[src/rtl/remote_frame_builder_crc16_defines.svh]
// Assertion macros for the remote frame builder.
`ifndef REMOTE_FRAME_BUILDER_CRC16_DEFINES_SVH
`define REMOTE_FRAME_BUILDER_CRC16_DEFINES_SVH

`ifndef SYNTH
`define RFB_ASSERT(lbl, clk, rst_n, cond) \
    lbl: assert property (@(posedge clk) disable iff (!rst_n) (cond)) \
        else $error("rfb assertion failed");
`define RFB_ASSERT_SAME(lbl, clk, rst_n, ante, cons) \
    lbl: assert property (@(posedge clk) disable iff (!rst_n) (ante) |-> (cons)) \
        else $error("rfb assertion failed");
`define RFB_ASSERT_NEXT(lbl, clk, rst_n, ante, cons) \
    lbl: assert property (@(posedge clk) disable iff (!rst_n) (ante) |=> (cons)) \
        else $error("rfb assertion failed");
`else
`define RFB_ASSERT(lbl, clk, rst_n, cond)
`define RFB_ASSERT_SAME(lbl, clk, rst_n, ante, cons)
`define RFB_ASSERT_NEXT(lbl, clk, rst_n, ante, cons)
`endif

`endif

[src/rtl/rfb_pkg.sv]
package rfb_pkg;

    localparam logic [7:0]  SYNC0     = 8'hAA;
    localparam logic [7:0]  SYNC_JOY  = 8'h55;
    localparam logic [7:0]  SYNC_MODE = 8'h56;
    localparam logic [15:0] CRC_INIT  = 16'hFFFF;
    localparam logic [15:0] CRC_POLY  = 16'h1021;
    localparam logic [15:0] CRC_TOP   = 16'h8000;

    localparam logic KIND_JOY  = 1'b0;
    localparam logic KIND_MODE = 1'b1;

    localparam int POS_W = 4;
    localparam logic [POS_W-1:0] JOY_LAST  = POS_W'(11);
    localparam logic [POS_W-1:0] MODE_LAST = POS_W'(5);

    typedef struct packed {
        logic        kind;
        logic [15:0] axis_x;
        logic [15:0] axis_y;
        logic [15:0] axis_z;
        logic [7:0]  mode_flags;
        logic [7:0]  seq;
    } frame_t;

    typedef struct packed {
        logic done;
    } emit_status_t;

    function automatic logic [15:0] crc16_byte(input logic [15:0] crc, input logic [7:0] b);
        logic [15:0] acc;
        acc = crc ^ {b, 8'h00};
        for (int i = 0; i < 8; i++)
        begin
            if ((acc & CRC_TOP) != 16'h0000)
                acc = {acc[14:0], 1'b0} ^ CRC_POLY;
            else
                acc = {acc[14:0], 1'b0};
        end
        return acc;
    endfunction

endpackage

[src/rtl/remote_frame_builder_crc16.sv]
// Channel   Direction  Handshake            Payload
// request   in         in_valid/in_stall    kind, axis_x, axis_y, axis_z, mode_flags
// frame     out        out_valid/out_stall  frame_byte, end_of_frame
//
// One byte per cycle while the output is not stalled: a joystick frame has 12 bytes, a mode frame 6.
// A request is held in a one-entry frame slot; the next one is taken on the
// cycle the last byte of the current frame enters the output register.
// CRC is updated one byte per cycle, while the output is not stalled, by the byte-wide CRC step.
// Reset clears the sequence counters, the slot valid flag, the byte position and the output valid flag.
// out_stall, while the output register is valid, holds it and pauses the byte counter.

module remote_frame_builder_crc16
    import rfb_pkg::*;
(
    input  logic        clk,
    input  logic        rst_n,
    input  logic        in_valid,
    output logic        in_stall,
    input  logic        kind,
    input  logic [15:0] axis_x,
    input  logic [15:0] axis_y,
    input  logic [15:0] axis_z,
    input  logic [7:0]  mode_flags,
    output logic        out_valid,
    input  logic        out_stall,
    output logic [7:0]  frame_byte,
    output logic        end_of_frame
);

    emit_status_t status;
    logic         slot_valid;
    frame_t       slot;

    rfb_capture u_capture
    (
        .clk        (clk),
        .rst_n      (rst_n),
        .in_valid   (in_valid),
        .in_stall   (in_stall),
        .kind       (kind),
        .axis_x     (axis_x),
        .axis_y     (axis_y),
        .axis_z     (axis_z),
        .mode_flags (mode_flags),
        .status     (status),
        .slot_valid (slot_valid),
        .slot       (slot)
    );

    rfb_emitter u_emitter
    (
        .clk          (clk),
        .rst_n        (rst_n),
        .slot_valid   (slot_valid),
        .slot         (slot),
        .status       (status),
        .out_valid    (out_valid),
        .out_stall    (out_stall),
        .frame_byte   (frame_byte),
        .end_of_frame (end_of_frame)
    );

endmodule

[src/rtl/rfb_capture.sv]
module rfb_capture
    import rfb_pkg::*;
(
    input  logic         clk,
    input  logic         rst_n,
    input  logic         in_valid,
    output logic         in_stall,
    input  logic         kind,
    input  logic [15:0]  axis_x,
    input  logic [15:0]  axis_y,
    input  logic [15:0]  axis_z,
    input  logic [7:0]   mode_flags,
    input  emit_status_t status,
    output logic         slot_valid,
    output frame_t       slot
);

    logic   slot_valid_reg;
    logic   slot_valid_next;
    frame_t slot_reg;
    logic [7:0] joy_seq_reg;
    logic [7:0] mode_seq_reg;
    logic   accept;

    assign in_stall = slot_valid_reg && !status.done;
    assign accept   = in_valid && !in_stall;

    always_comb
    begin
        slot_valid_next = slot_valid_reg;
        if (accept)
            slot_valid_next = 1'b1;
        else if (status.done)
            slot_valid_next = 1'b0;
    end

    always_ff @(posedge clk or negedge rst_n)
    begin
        if (!rst_n)
        begin
            slot_valid_reg <= 1'b0;
            joy_seq_reg    <= 8'h00;
            mode_seq_reg   <= 8'h00;
        end
        else
        begin
            slot_valid_reg <= slot_valid_next;
            if (accept)
            begin
                if (kind == KIND_MODE)
                    mode_seq_reg <= mode_seq_reg + 8'd1;
                else
                    joy_seq_reg <= joy_seq_reg + 8'd1;
            end
        end
    end

    always_ff @(posedge clk)
    begin
        if (accept)
        begin
            slot_reg.kind       <= kind;
            slot_reg.axis_x     <= axis_x;
            slot_reg.axis_y     <= axis_y;
            slot_reg.axis_z     <= axis_z;
            slot_reg.mode_flags <= mode_flags;
            slot_reg.seq        <= (kind == KIND_MODE) ? mode_seq_reg : joy_seq_reg;
        end
    end

    assign slot_valid = slot_valid_reg;
    assign slot       = slot_reg;

endmodule

[src/rtl/rfb_emitter.sv]
`include "remote_frame_builder_crc16_defines.svh"

module rfb_emitter
    import rfb_pkg::*;
(
    input  logic         clk,
    input  logic         rst_n,
    input  logic         slot_valid,
    input  frame_t       slot,
    output emit_status_t status,
    output logic         out_valid,
    input  logic         out_stall,
    output logic [7:0]   frame_byte,
    output logic         end_of_frame
);

    logic [POS_W-1:0] pos_reg;
    logic [POS_W-1:0] pos_next;
    logic [15:0]      crc_reg;
    logic [15:0]      crc_next;
    logic             out_valid_reg;
    logic [7:0]       out_byte_reg;
    logic             out_eof_reg;
    logic             advance;
    logic             last;
    logic [POS_W-1:0] last_pos;
    logic [7:0]       cur_byte;

    assign advance  = slot_valid && (!out_valid_reg || !out_stall);
    assign last_pos = (slot.kind == KIND_MODE) ? MODE_LAST : JOY_LAST;
    assign last     = (pos_reg == last_pos);

    always_comb
    begin
        cur_byte = 8'h00;
        if (slot.kind == KIND_MODE)
        begin
            case (pos_reg)
                4'd0:    cur_byte = SYNC0;
                4'd1:    cur_byte = SYNC_MODE;
                4'd2:    cur_byte = slot.seq;
                4'd3:    cur_byte = slot.mode_flags;
                4'd4:    cur_byte = crc_reg[7:0];
                4'd5:    cur_byte = crc_reg[15:8];
                default: cur_byte = 8'h00;
            endcase
        end
        else
        begin
            case (pos_reg)
                4'd0:    cur_byte = SYNC0;
                4'd1:    cur_byte = SYNC_JOY;
                4'd2:    cur_byte = slot.seq;
                4'd3:    cur_byte = slot.axis_x[7:0];
                4'd4:    cur_byte = slot.axis_x[15:8];
                4'd5:    cur_byte = slot.axis_y[7:0];
                4'd6:    cur_byte = slot.axis_y[15:8];
                4'd7:    cur_byte = slot.axis_z[7:0];
                4'd8:    cur_byte = slot.axis_z[15:8];
                4'd9:    cur_byte = 8'h00;
                4'd10:   cur_byte = crc_reg[7:0];
                4'd11:   cur_byte = crc_reg[15:8];
                default: cur_byte = 8'h00;
            endcase
        end
    end

    always_comb
    begin
        pos_next = pos_reg;
        crc_next = crc_reg;
        if (advance)
        begin
            pos_next = last ? '0 : pos_reg + POS_W'(1);
            if (pos_reg == '0)
                crc_next = crc16_byte(CRC_INIT, cur_byte);
            else if (pos_reg < last_pos - POS_W'(1))
                crc_next = crc16_byte(crc_reg, cur_byte);
        end
    end

    always_ff @(posedge clk or negedge rst_n)
    begin
        if (!rst_n)
        begin
            pos_reg       <= '0;
            out_valid_reg <= 1'b0;
        end
        else
        begin
            pos_reg <= pos_next;
            if (advance)
                out_valid_reg <= 1'b1;
            else if (!out_stall)
                out_valid_reg <= 1'b0;
        end
    end

    always_ff @(posedge clk)
    begin
        crc_reg <= crc_next;
        if (advance)
        begin
            out_byte_reg <= cur_byte;
            out_eof_reg  <= last;
        end
    end

    assign status.done  = advance && last;
    assign out_valid    = out_valid_reg;
    assign frame_byte   = out_byte_reg;
    assign end_of_frame = out_eof_reg;

    `RFB_ASSERT_SAME(a_pos_idle, clk, rst_n, pos_reg != '0, slot_valid)
    `RFB_ASSERT_SAME(a_pos_range, clk, rst_n, slot_valid, pos_reg <= last_pos)
    `RFB_ASSERT_NEXT(a_eof_last, clk, rst_n, advance && last, out_valid_reg && out_eof_reg)
    `RFB_ASSERT_NEXT(a_restart, clk, rst_n, advance && last, pos_reg == '0)

endmodule

[config.mk]
export PLATFORM = sky130hd
export DESIGN_NAME = remote_frame_builder_crc16
export DESIGN_NICKNAME = d
export VERILOG_FILES = /design/src/rtl/rfb_pkg.sv /design/src/rtl/remote_frame_builder_crc16.sv /design/src/rtl/rfb_capture.sv /design/src/rtl/rfb_emitter.sv
export VERILOG_INCLUDE_DIRS = /design/src /design/src/rtl
export SDC_FILE = /design/constraint.sdc
export NUM_CORES = 1
export LEC_CHECK = 0
export BUFFER_PORTS_ARGS = -buffer_cell sky130_fd_sc_hd__buf_4
export CORE_UTILIZATION = 50
export DETAILED_ROUTE_END_ITERATION = 6
export HOLD_SLACK_MARGIN = 0.06
export PLACE_DENSITY = 0.77
export SLEW_MARGIN = 20
export SYNTH_ARGS = -nofsm -noshare
export SYNTH_HDL_FRONTEND = slang
export SYNTH_SLANG_ARGS = --single-unit
[constraint.sdc]
create_clock -name clk -period 3.5 [get_ports clk]
set_input_delay 0.175 -clock clk [delete_from_list [all_inputs] [get_ports clk]]
set_output_delay 0.175 -clock clk [all_outputs]
set_load 0.05 [all_outputs]
==> flow_summary.yaml, run 1 <==
clock_network:
  cts-buffers-inserted: 9
  root_buffer: "clkbuf_8"
  insertion_delay_ps: 390
  post_cts.repair.setup_buffers: 0
  ctsResizeCount: 0
  hold_buffers: 59
  clock_path_buffers: 2
  clk_pin_slew_ps: 100
  cts_sinks: 112
  htree_levels: 3
  cts_tree: "yes"
sta:
  max_freq_ghz: 0.329
  period_minus_slack_ps: 3040
  slew_viol_final: 0
  hold_viol_final: 0
  setup_viol: 0
  timing.slew.headroom_pct: 45.4
  post-route-period-util_pct: 86.7
  skew_ps: 12.6
  rsz0062_at_grt: "false"
  tns_ps: 0
  tightest_slew_ps: 819
  setup_ws_ps: 465
placement:
  pre_cts_ws_ps: 520
  gp_congestion: 0.899
  port-buffer-count: 71
  dp_hpwl_um: 8610
synth:
  ys.flop_type: "edfxtp_1"
  synth_area_leaders: "edfxtp_1 50%, dfrtp_1 10%, xnor2_1 3.2%, mux2_2 3.1%, xor2_1 2.9%"
  synth_most_common_cell: "edfxtp_1"
  synth_edf_count: 90
  ys_ff_latch: 112
  syn-mean-instance-area_um2: 13.3
  syn_area_um2: 5440
  ys_seq_area_share_pct: 59.8
  synth_top_area_share_pct: 49.7
  yosysWarningCount: 0
  synthesis.nets: 479
  synth_common_cells: "90 x edfxtp_1, 32 x nand2_1, 22 x dfrtp_1"
  synth_cell_type_count: 59
  netlist_instances: 409
  synthArstFlopShare_pct: 19.6
  yosysTopAreaCell: "edfxtp_1"
layout:
  drive_gt1_share_pct: 24.9
  diodes: 0
  area_delta_synth_final_pct: 26.2
  largest_reg_flops: 65
  nNetsFinal: 612
drt:
  vias_per_cell: 5.71
  antenna_left: 0
  drc: 0
  vias: 3902
  dr.pass1.iters: 5
  wl_per_cell_um: 18.8
  drtIter0Drc: 399
  routed_wl_um: 12800
setup_path:
  worstPathRequired_ps: 3630
  start_kind: "flop"
  crit_fanout: 14
  arrival_ps: 3160
  critPathKind: "reg -> reg"
  endpoint_kind: "flop"
floorplanning:
  die_x_um: 106
  pin_count: 72
  dieArea_um2: 11300
  die_height_um: 106
  core_area_um2: 10400
  rows: 37
  start_util_pct: 52.2
grt:
  track_usage_pct: 24.7
  grt_remaining_overflow: 0
  grt_pass1_wl_um: 20700
  grt_max_degree: 66
  grt_pass1_vias: 3949
  antenna_found_initial: 0
flow_run:
  max_cap_viol_count: 0
power_and_ir_drop:
  ir_worst_vdd_mv: 0.421
  leakage_uw: 0.00265
  power_density_nw_per_um2: 800
run_status:
  status: "completed"
min_path:
  hold_path.class: "in -> reg"
[routing by layer]
metal	global-route usage, %	up-vias	wire length, um
li1	-	1813	-
met1	32.5	1914	5370
met2	40.3	149	6400
met3	4.54	26	747
met4	9.92	0	316
met5	0	-	0
[layout by cell type (no fill, tap or decap), drive strengths merged, types with 6 or more instances in the layout]
cell type    synthesis  final
ha                   9      9
nor2b                6      6
nand3               10     10
a22o                 8      8
a22oi               13     13
clkbuf               7     11
xnor2               23     23
a32oi                6      6
inv                  9     12
nand2               32     32
a221oi               7      7
dlygate4sd3          0     59
o21ai               17     17
edfxtp              90     90
mux2                15     15
buf                 16     86
nor2                16     16
nor3                 9      9
nand2b               7      7
a21oi               16     16
xor2                19     19
dfrtp               22     22
[cell type report]
class | count | area [um2]
repair buffers | 145 | 1240
clock buffers | 11 | 141
fillers | 736 | 3550
multi-input cells | 263 | 1980
inverters | 11 | 41.3
well taps | 136 | 170
clock inverters | 5 | 40.0
flip-flops and latches | 112 | 3250
[path summary, 6_finish.rpt]
kind                                           from                       end  cells past startpoint  slack, ps
min in group asynchronous                     rst_n  u_capture.joy_seq_reg[2]                      2        210
max                            u_emitter.pos_reg[0]      u_emitter.crc_reg[6]                     10        460
min                                            kind        u_capture.slot[64]                      1         90
max in group asynchronous                     rst_n      u_emitter.pos_reg[3]                      2       3060
min reg2reg                u_capture.joy_seq_reg[7]  u_capture.joy_seq_reg[7]                      1        480
max reg2reg                    u_emitter.pos_reg[0]      u_emitter.crc_reg[6]                     10        460
[cells by family (layout without fill, tap and decap cells)]
| logic type | Yosys count | in the layout | share of synthesized area [%] |
|---|---|---|---|
| DFF | 112 | 112 | 59.8 |
| AOI/OAI and AO/OA | 101 | 101 | 15.0 |
| and+or+nand+nor | 92 | 92 | 8.14 |
| xor gates and xnor gates | 42 | 42 | 7.31 |
| buffers and inverters | 34 | 172 | 3.79 |
| muxes | 19 | 19 | 3.84 |
| adders and majority gates | 9 | 9 | 2.07 |
[worst max-delay path: stages (launching register included)]
cell     delay, ps
dfrtp_1        440
inv_1          120
ha_1           350
buf_4          250
o41ai_4        600
a31oi_2        100
a21oi_4        220
xnor2_2        120
xnor2_2        250
mux2i_1        240
xnor2_1         80
[power breakdown]
group | leakage [uW] | switching, uW | internal, uW
clock | 0.0000947 | 445 | 287
sequential | 0.00111 | 295 | 1860
combinational | 0.00144 | 1480 | 1130
[stage by stage]
stage	cells	utilization (%)	instance area [um2]	total power (uW)	hold slack, ps
after floorplan	409	-	5440	4120	-121
after global placement	608	58.5	6090	4620	77.4
after detailed placement	608	58.5	6090	4700	79.6
after CTS	683	65.9	6860	5480	69.9
after global routing	683	65.9	6860	5840	76.9
final	683	65.9	6860	5490	92.1
(Power assumes the default switching activity.)
==> run 2, diff against run 1 <==
CORE_UTILIZATION = 35   (was 50)
PLACE_DENSITY = 0.59   (was 0.77)
==> run 2 against run 1 <==
Final cell count grew 7.3%; sequential cell count unchanged; power up 4.8%; highest routed layer unchanged; worst setup slack worse by 74 ps; clock skew decreased by 4.1 ps; sequential share of layout area decreased by 1.1 points; non-clock buffer count shrank 2; final area rose by 2.4%; sequential power hardly changed.
==> flow_summary.yaml, run 2 (synthesis results as in run 1) <==
layout:
  diodes: 0
  final_common_cell: "edfxtp_1"
  area_delta_synth_final_pct: 29.2
  nNetsFinal: 610
  mostFrequentLayoutCells: "90 x edfxtp_1, 84 x buf_4, 59 x dlygate4sd3_1"
  drive_gt1_share_pct: 24.4
  largest_reg_flops: 65
grt:
  grt_max_degree: 66
  grt_pass1_vias: 3860
  grt_remaining_overflow: 0
  track_usage_pct: 16.9
  antenna_found_initial: 0
  grt_pass1_wl_um: 20300
floorplanning:
  die_x_um: 127
  core_area_um2: 15200
  start_util_pct: 35.8
  pin_count: 72
  die_height_um: 127
  rows: 45
  dieArea_um2: 16000
setup_path:
  worstPathRequired_ps: 3580
  slowest_stage: "o41ai_4"
  crit_top_cell: "xnor2_2"
  start_kind: "flop"
  endpoint_kind: "flop"
  crit_chain: "inv_1 > ha_1 > buf_4 > o41ai_4 > a31oi_2 > a21oi_4 > xnor2_2 > xnor2_2 > xor2_1 > nand2_1"
  arrival_ps: 3190
  crit_fanout: 23
  crit_path_max_incr_delay_ps: 640
  critPathKind: "reg -> reg"
drt:
  vias: 3817
  drtIter0Drc: 242
  vias_per_cell: 5.21
  routed_wl_um: 12800
  antenna_left: 0
  drc: 0
  dr.pass1.iters: 5
  wl_per_cell_um: 17.5
power_and_ir_drop:
  p_total_uw: 5750
  ir_worst_vdd_mv: 0.313
  leakage_uw: 0.00268
  power_density_nw_per_um2: 818
run_status:
  status: "completed"
clock_network:
  insertion_delay_ps: 360
  root_buffer: "clkbuf_16"
  clk_pin_slew_ps: 70
  clock_path_buffers: 2
  ctsResizeCount: 0
  cts_tree: "yes"
  cts-buffers-inserted: 9
  cts_sinks: 112
  htree_levels: 3
placement:
  dp_hpwl_um: 8730
  gp_congestion: 0.859
  port-buffer-count: 71
min_path:
  hold_path.class: "in -> reg"
sta:
  timing.slew.headroom_pct: 44.6
  period_minus_slack_ps: 3110
  max_freq_ghz: 0.322
  hold_viol_final: 0
  setup_viol: 0
  skew_ps: 8.49
  post-route-period-util_pct: 88.8
  rsz0062_at_grt: "false"
  tightest_slew_ps: 831
  tns_ps: 0
  slew_viol_final: 0
flow_run:
  max_cap_viol_count: 0
-- run 2: worst paths after layout --
check / endpoint / slack (ps) / from / depth (start not counted)
min reg2reg: u_capture.joy_seq_reg[7] / 470 / u_capture.joy_seq_reg[7] / 1
max: u_emitter.crc_reg[13] / 390 / u_emitter.pos_reg[0] / 10
min: u_capture.slot[64] / 120 / kind / 1
min in group asynchronous: u_capture.joy_seq_reg[0] / 240 / rst_n / 2
max in group asynchronous: u_capture.mode_seq_reg[1] / 3020 / rst_n / 2
max reg2reg: u_emitter.crc_reg[13] / 390 / u_emitter.pos_reg[0] / 10
-- run 2: cell type report --
| class | instances | area (um2) |
|---|---|---|
| Clock buffer | 10 | 229 |
| Clock inverter | 6 | 68.8 |
| Fill cell | 1338 | 8170 |
| Inverter | 11 | 41.3 |
| Multi-Input combinational cell | 263 | 1980 |
| Sequential cell | 112 | 3250 |
| Tap cell | 188 | 235 |
| Timing Repair Buffer | 143 | 1220 |
-- run 2: through the flow --
step | std cells | hold slack (ps) | setup WS (ps) | utilization, % | cell area (um2)
final | 733 | 122 | 391 | 46.2 | 7030
after global routing | 733 | 123 | 142 | 46.2 | 7030
after CTS | 733 | 114 | 372 | 46.2 | 7030
after detailed placement | 658 | 86.4 | 407 | 40.4 | 6140
after global placement | 658 | 88.6 | 469 | 40.4 | 6140
after floorplan | 409 | -121 | 375 | - | 5440
-- run 2: metal layers --
| layer | GRT usage (%) | vias up | part of all wire, % |
|---|---|---|---|
| met5 | 0 | - | 0 |
| met4 | 6.93 | 0 | 1.9 |
| met3 | 3.50 | 20 | 4.0 |
| met2 | 27.5 | 97 | 48 |
| met1 | 22.1 | 1879 | 46 |
| li1 | - | 1821 | - |
-- run 2: report_power, final --
group | switching, uW | internal, uW | total (uW)
sequential | 290 | 1860 | 2150
combinational | 1460 | 1110 | 2570
clock | 478 | 559 | 1040
total | 2220 | 3530 | 5750
-- run 2: repair_timing --
item	4_1_cts	5_1_grt
hold buffers	59	0
hold endpoints to repair	80	0
setup buffers	0	0
-- run 2: critical path, delay by kind of cell, from the launching register on --
family | cells | cell delay [ps]
AOI/OAI and AO/OA | 3 | 980
xor gates and xnor gates | 3 | 620
adders and majority gates | 1 | 330
buffers and inverters | 2 | 390
DFF | 1 | 430
and+or+nand+nor | 1 | 80
==> run 3, diff against run 2 <==
ABC_AREA = 1   (was default)
==> run 3 against run 2 <==
Fmax is 9.8% higher; area after synthesis rose by 2.7%; sequential share of layout area decreased by 1.2 points; final cell count is 27% higher; critical endpoint is now u_capture.joy_seq_reg[7]; non-clock buffer count decreased by 10; synthesized cell count rose by 45%.
==> flow_summary.yaml, run 3 <==
synth:
  syn-mean-instance-area_um2: 9.42
  netlist_instances: 593
  yosysTopAreaCell: "edfxtp_1"
  synth_most_common_cell: "nand2_1"
  yosysWarningCount: 0
  synthArstFlopShare_pct: 19.6
  synth_cell_type_count: 32
  ys_seq_area_share_pct: 58.2
  synth_top_area_share_pct: 48.4
  synth_common_cells: "169 x nand2_1, 90 x edfxtp_1, 78 x nand3_1"
  synth_edf_count: 90
  ys.flop_type: "edfxtp_1"
  synth_area_leaders: "edfxtp_1 48%, nand2_1 11%, dfrtp_1 9.9%, nand3_1 7.0%, nand4_1 4.1%"
  syn_area_um2: 5590
  ys_ff_latch: 112
  synthesis.nets: 663
min_path:
  hold_path.class: "in -> reg"
clock_network:
  clock_path_buffers: 2
  htree_levels: 3
  cts_tree: "yes"
  cts-buffers-inserted: 9
  cts_sinks: 112
  insertion_delay_ps: 360
  root_buffer: "clkbuf_16"
  post_cts.repair.setup_buffers: 0
  clk_pin_slew_ps: 70
layout:
  area_delta_synth_final_pct: 29.1
  nNetsFinal: 788
  mostFrequentLayoutCells: "168 x nand2_1, 90 x edfxtp_1, 78 x nand3_1"
  diodes: 0
  largest_reg_flops: 65
  drive_gt1_share_pct: 15.8
  utilization_pct: 46.9
  final_common_cell: "nand2_1"
setup_path:
  critPathKind: "reg -> reg"
  arrival_ps: 3080
  start_kind: "flop"
  crit_path_max_incr_delay_ps: 580
  worstPathRequired_ps: 3750
  critPathTopFamily: "simple AND/OR/NAND/NOR gates"
  critPathBufInv: 2
  crit_fanout: 10
  crit_chain: "clkinv_2 > ha_1 > nand4_1 > nor2_2 > nor2_2 > nor2_4 > inv_2 > nor2_4 > nand4_1 > nor2_1 > nand3_1 > xor2_1"
  slowest_stage: "edfxtp_1"
  endpoint_kind: "flop"
drt:
  vias_per_cell: 4.89
  dr.pass1.iters: 5
  antenna_left: 0
  drtIter0Drc: 427
  vias: 4569
  routed_wl_um: 14100
  wl_per_cell_um: 15.1
  drc: 0
placement:
  port-buffer-count: 71
  gp_congestion: 0.897
  dp_hpwl_um: 10200
sta:
  setup_viol: 0
  post-route-period-util_pct: 80.9
  skew_ps: 8.85
  tightest_slew_ps: 889
  tns_ps: 0
  slew_viol_final: 0
  hold_viol_final: 0
  timing.slew.headroom_pct: 40.8
  period_minus_slack_ps: 2830
  rsz0062_at_grt: "false"
  max_freq_ghz: 0.353
grt:
  grt_pass1_wl_um: 22300
  grt_remaining_overflow: 0
  grt_pass1_vias: 4372
  track_usage_pct: 18.1
  grt_max_degree: 63
  antenna_found_initial: 0
power_and_ir_drop:
  seqPwrFrac_pct: 38.1
  leakage_uw: 0.00314
  power_frac_comb_pct: 43.6
  power_density_nw_per_um2: 794
  internal_power_uw: 3250
  p_clk_share_pct: 18.3
  p_switching_uw: 2480
  ir_worst_vdd_mv: 0.312
  switching_share_pct: 43.3
floorplanning:
  dieArea_um2: 16500
  die_x_um: 128
  core_area_um2: 15400
  start_util_pct: 36.4
  pin_count: 72
  rows: 45
  die_height_um: 128
run_status:
  status: "completed"
flow_run:
  max_cap_viol_count: 0
run 3: cell types whose count changed in the layout (fill, tap and decap cells not counted), moves of 8 or more:
cell | before | now
a22oi_1 | 12 | 0
nand2_1 | 32 | 168
nand3_1 | 10 | 78
inv_1 | 8 | 53
buf_4 | 84 | 75
nor2_1 | 16 | 32
xnor2_1 | 20 | 2
nand4_1 | 5 | 37
a22o_1 | 8 | 0
mux2_2 | 15 | 1
run 3: cell type report:
cell class	instances	area [um2]
Clock buffer	10	229
Clock inverter	6	75.1
Fill cell	1418	8160
Inverter	59	225
Multi-Input combinational cell	403	2020
Sequential cell	112	3250
Tap cell	211	264
Timing Repair Buffer	133	1150
run 3: path summary, 6_finish.rpt:
path                                           startpoint                   endpoint  slack [ps]  cells past startpoint
worst min-delay path                             in_valid       u_capture.slot_valid          70                      3
worst max-delay path                   u_capture.slot[64]   u_capture.joy_seq_reg[7]         670                     12
min in group asynchronous                           rst_n   u_capture.joy_seq_reg[7]         250                      2
max in group asynchronous                           rst_n        u_emitter.out_valid        3030                      2
worst min register to register  u_capture.mode_seq_reg[7]  u_capture.mode_seq_reg[7]         470                      1
worst max register to register         u_capture.slot[64]   u_capture.joy_seq_reg[7]         670                     12
run 3: timing repair:
| action | CTS | global route |
|---|---|---|
| hold buffers | 57 | 0 |
| resized for setup | 0 | 0 |
| hold endpoints to repair | 78 | 0 |
run 3: logic make-up (layout without fill, tap and decap cells):
| kind of cell | Yosys count | in the layout | share of synthesized area (%) |
|---|---|---|---|
| mux | 1 | 1 | 0.202 |
| compound gates | 33 | 33 | 3.05 |
| buf+inv | 78 | 208 | 5.89 |
| fa+ha+maj | 9 | 9 | 2.02 |
| flops | 112 | 112 | 58.2 |
| simple gates | 344 | 344 | 28.1 |
| xor+xnor | 16 | 16 | 2.51 |
run 3: worst reg2reg max path, cell delays in order (launching register included):
cell	delay (ps)
edfxtp_1	580
clkinv_2	250
ha_1	350
nand4_1	160
nor2_2	210
nor2_2	80
nor2_4	260
inv_2	100
nor2_4	150
nand4_1	150
nor2_1	180
nand3_1	110
xor2_1	150
run 3: layer usage:
layer / up-vias / share of wire [%] / track usage [%]
li1: 2266 / - / -
met1: 2129 / 46 / 25.1
met2: 147 / 46 / 27.6
met3: 27 / 5.6 / 3.66
met4: 0 / 2.6 / 7.82
met5: - / 0 / 0
run 3: metrics by stage:
step           setup WS, ps  cells  area [um2]  hold slack (ps)  total power (uW)
3_5_place_dp            678    861        6340             81.4              4620
6_report                668    934        7220             73.4              5730
4_1_cts                 661    934        7220             75.6              5720
2_1_floorplan          71.1    593        5600             -121              3930
5_1_grt                 368    934        7220             84.8              6130
3_3_place_gp            750    861        6340             78.8              4540
run 3: power by group through the flow:
stage | Combinational [uW] | Clock [uW] | Sequential, uW
2_1_floorplan | 1720 | 0 | 2210
3_3_place_gp | 2340 | 0 | 2190
3_5_place_dp | 2430 | 0 | 2190
4_1_cts | 2470 | 1080 | 2170
5_1_grt | 2780 | 1130 | 2220
6_report | 2500 | 1050 | 2180
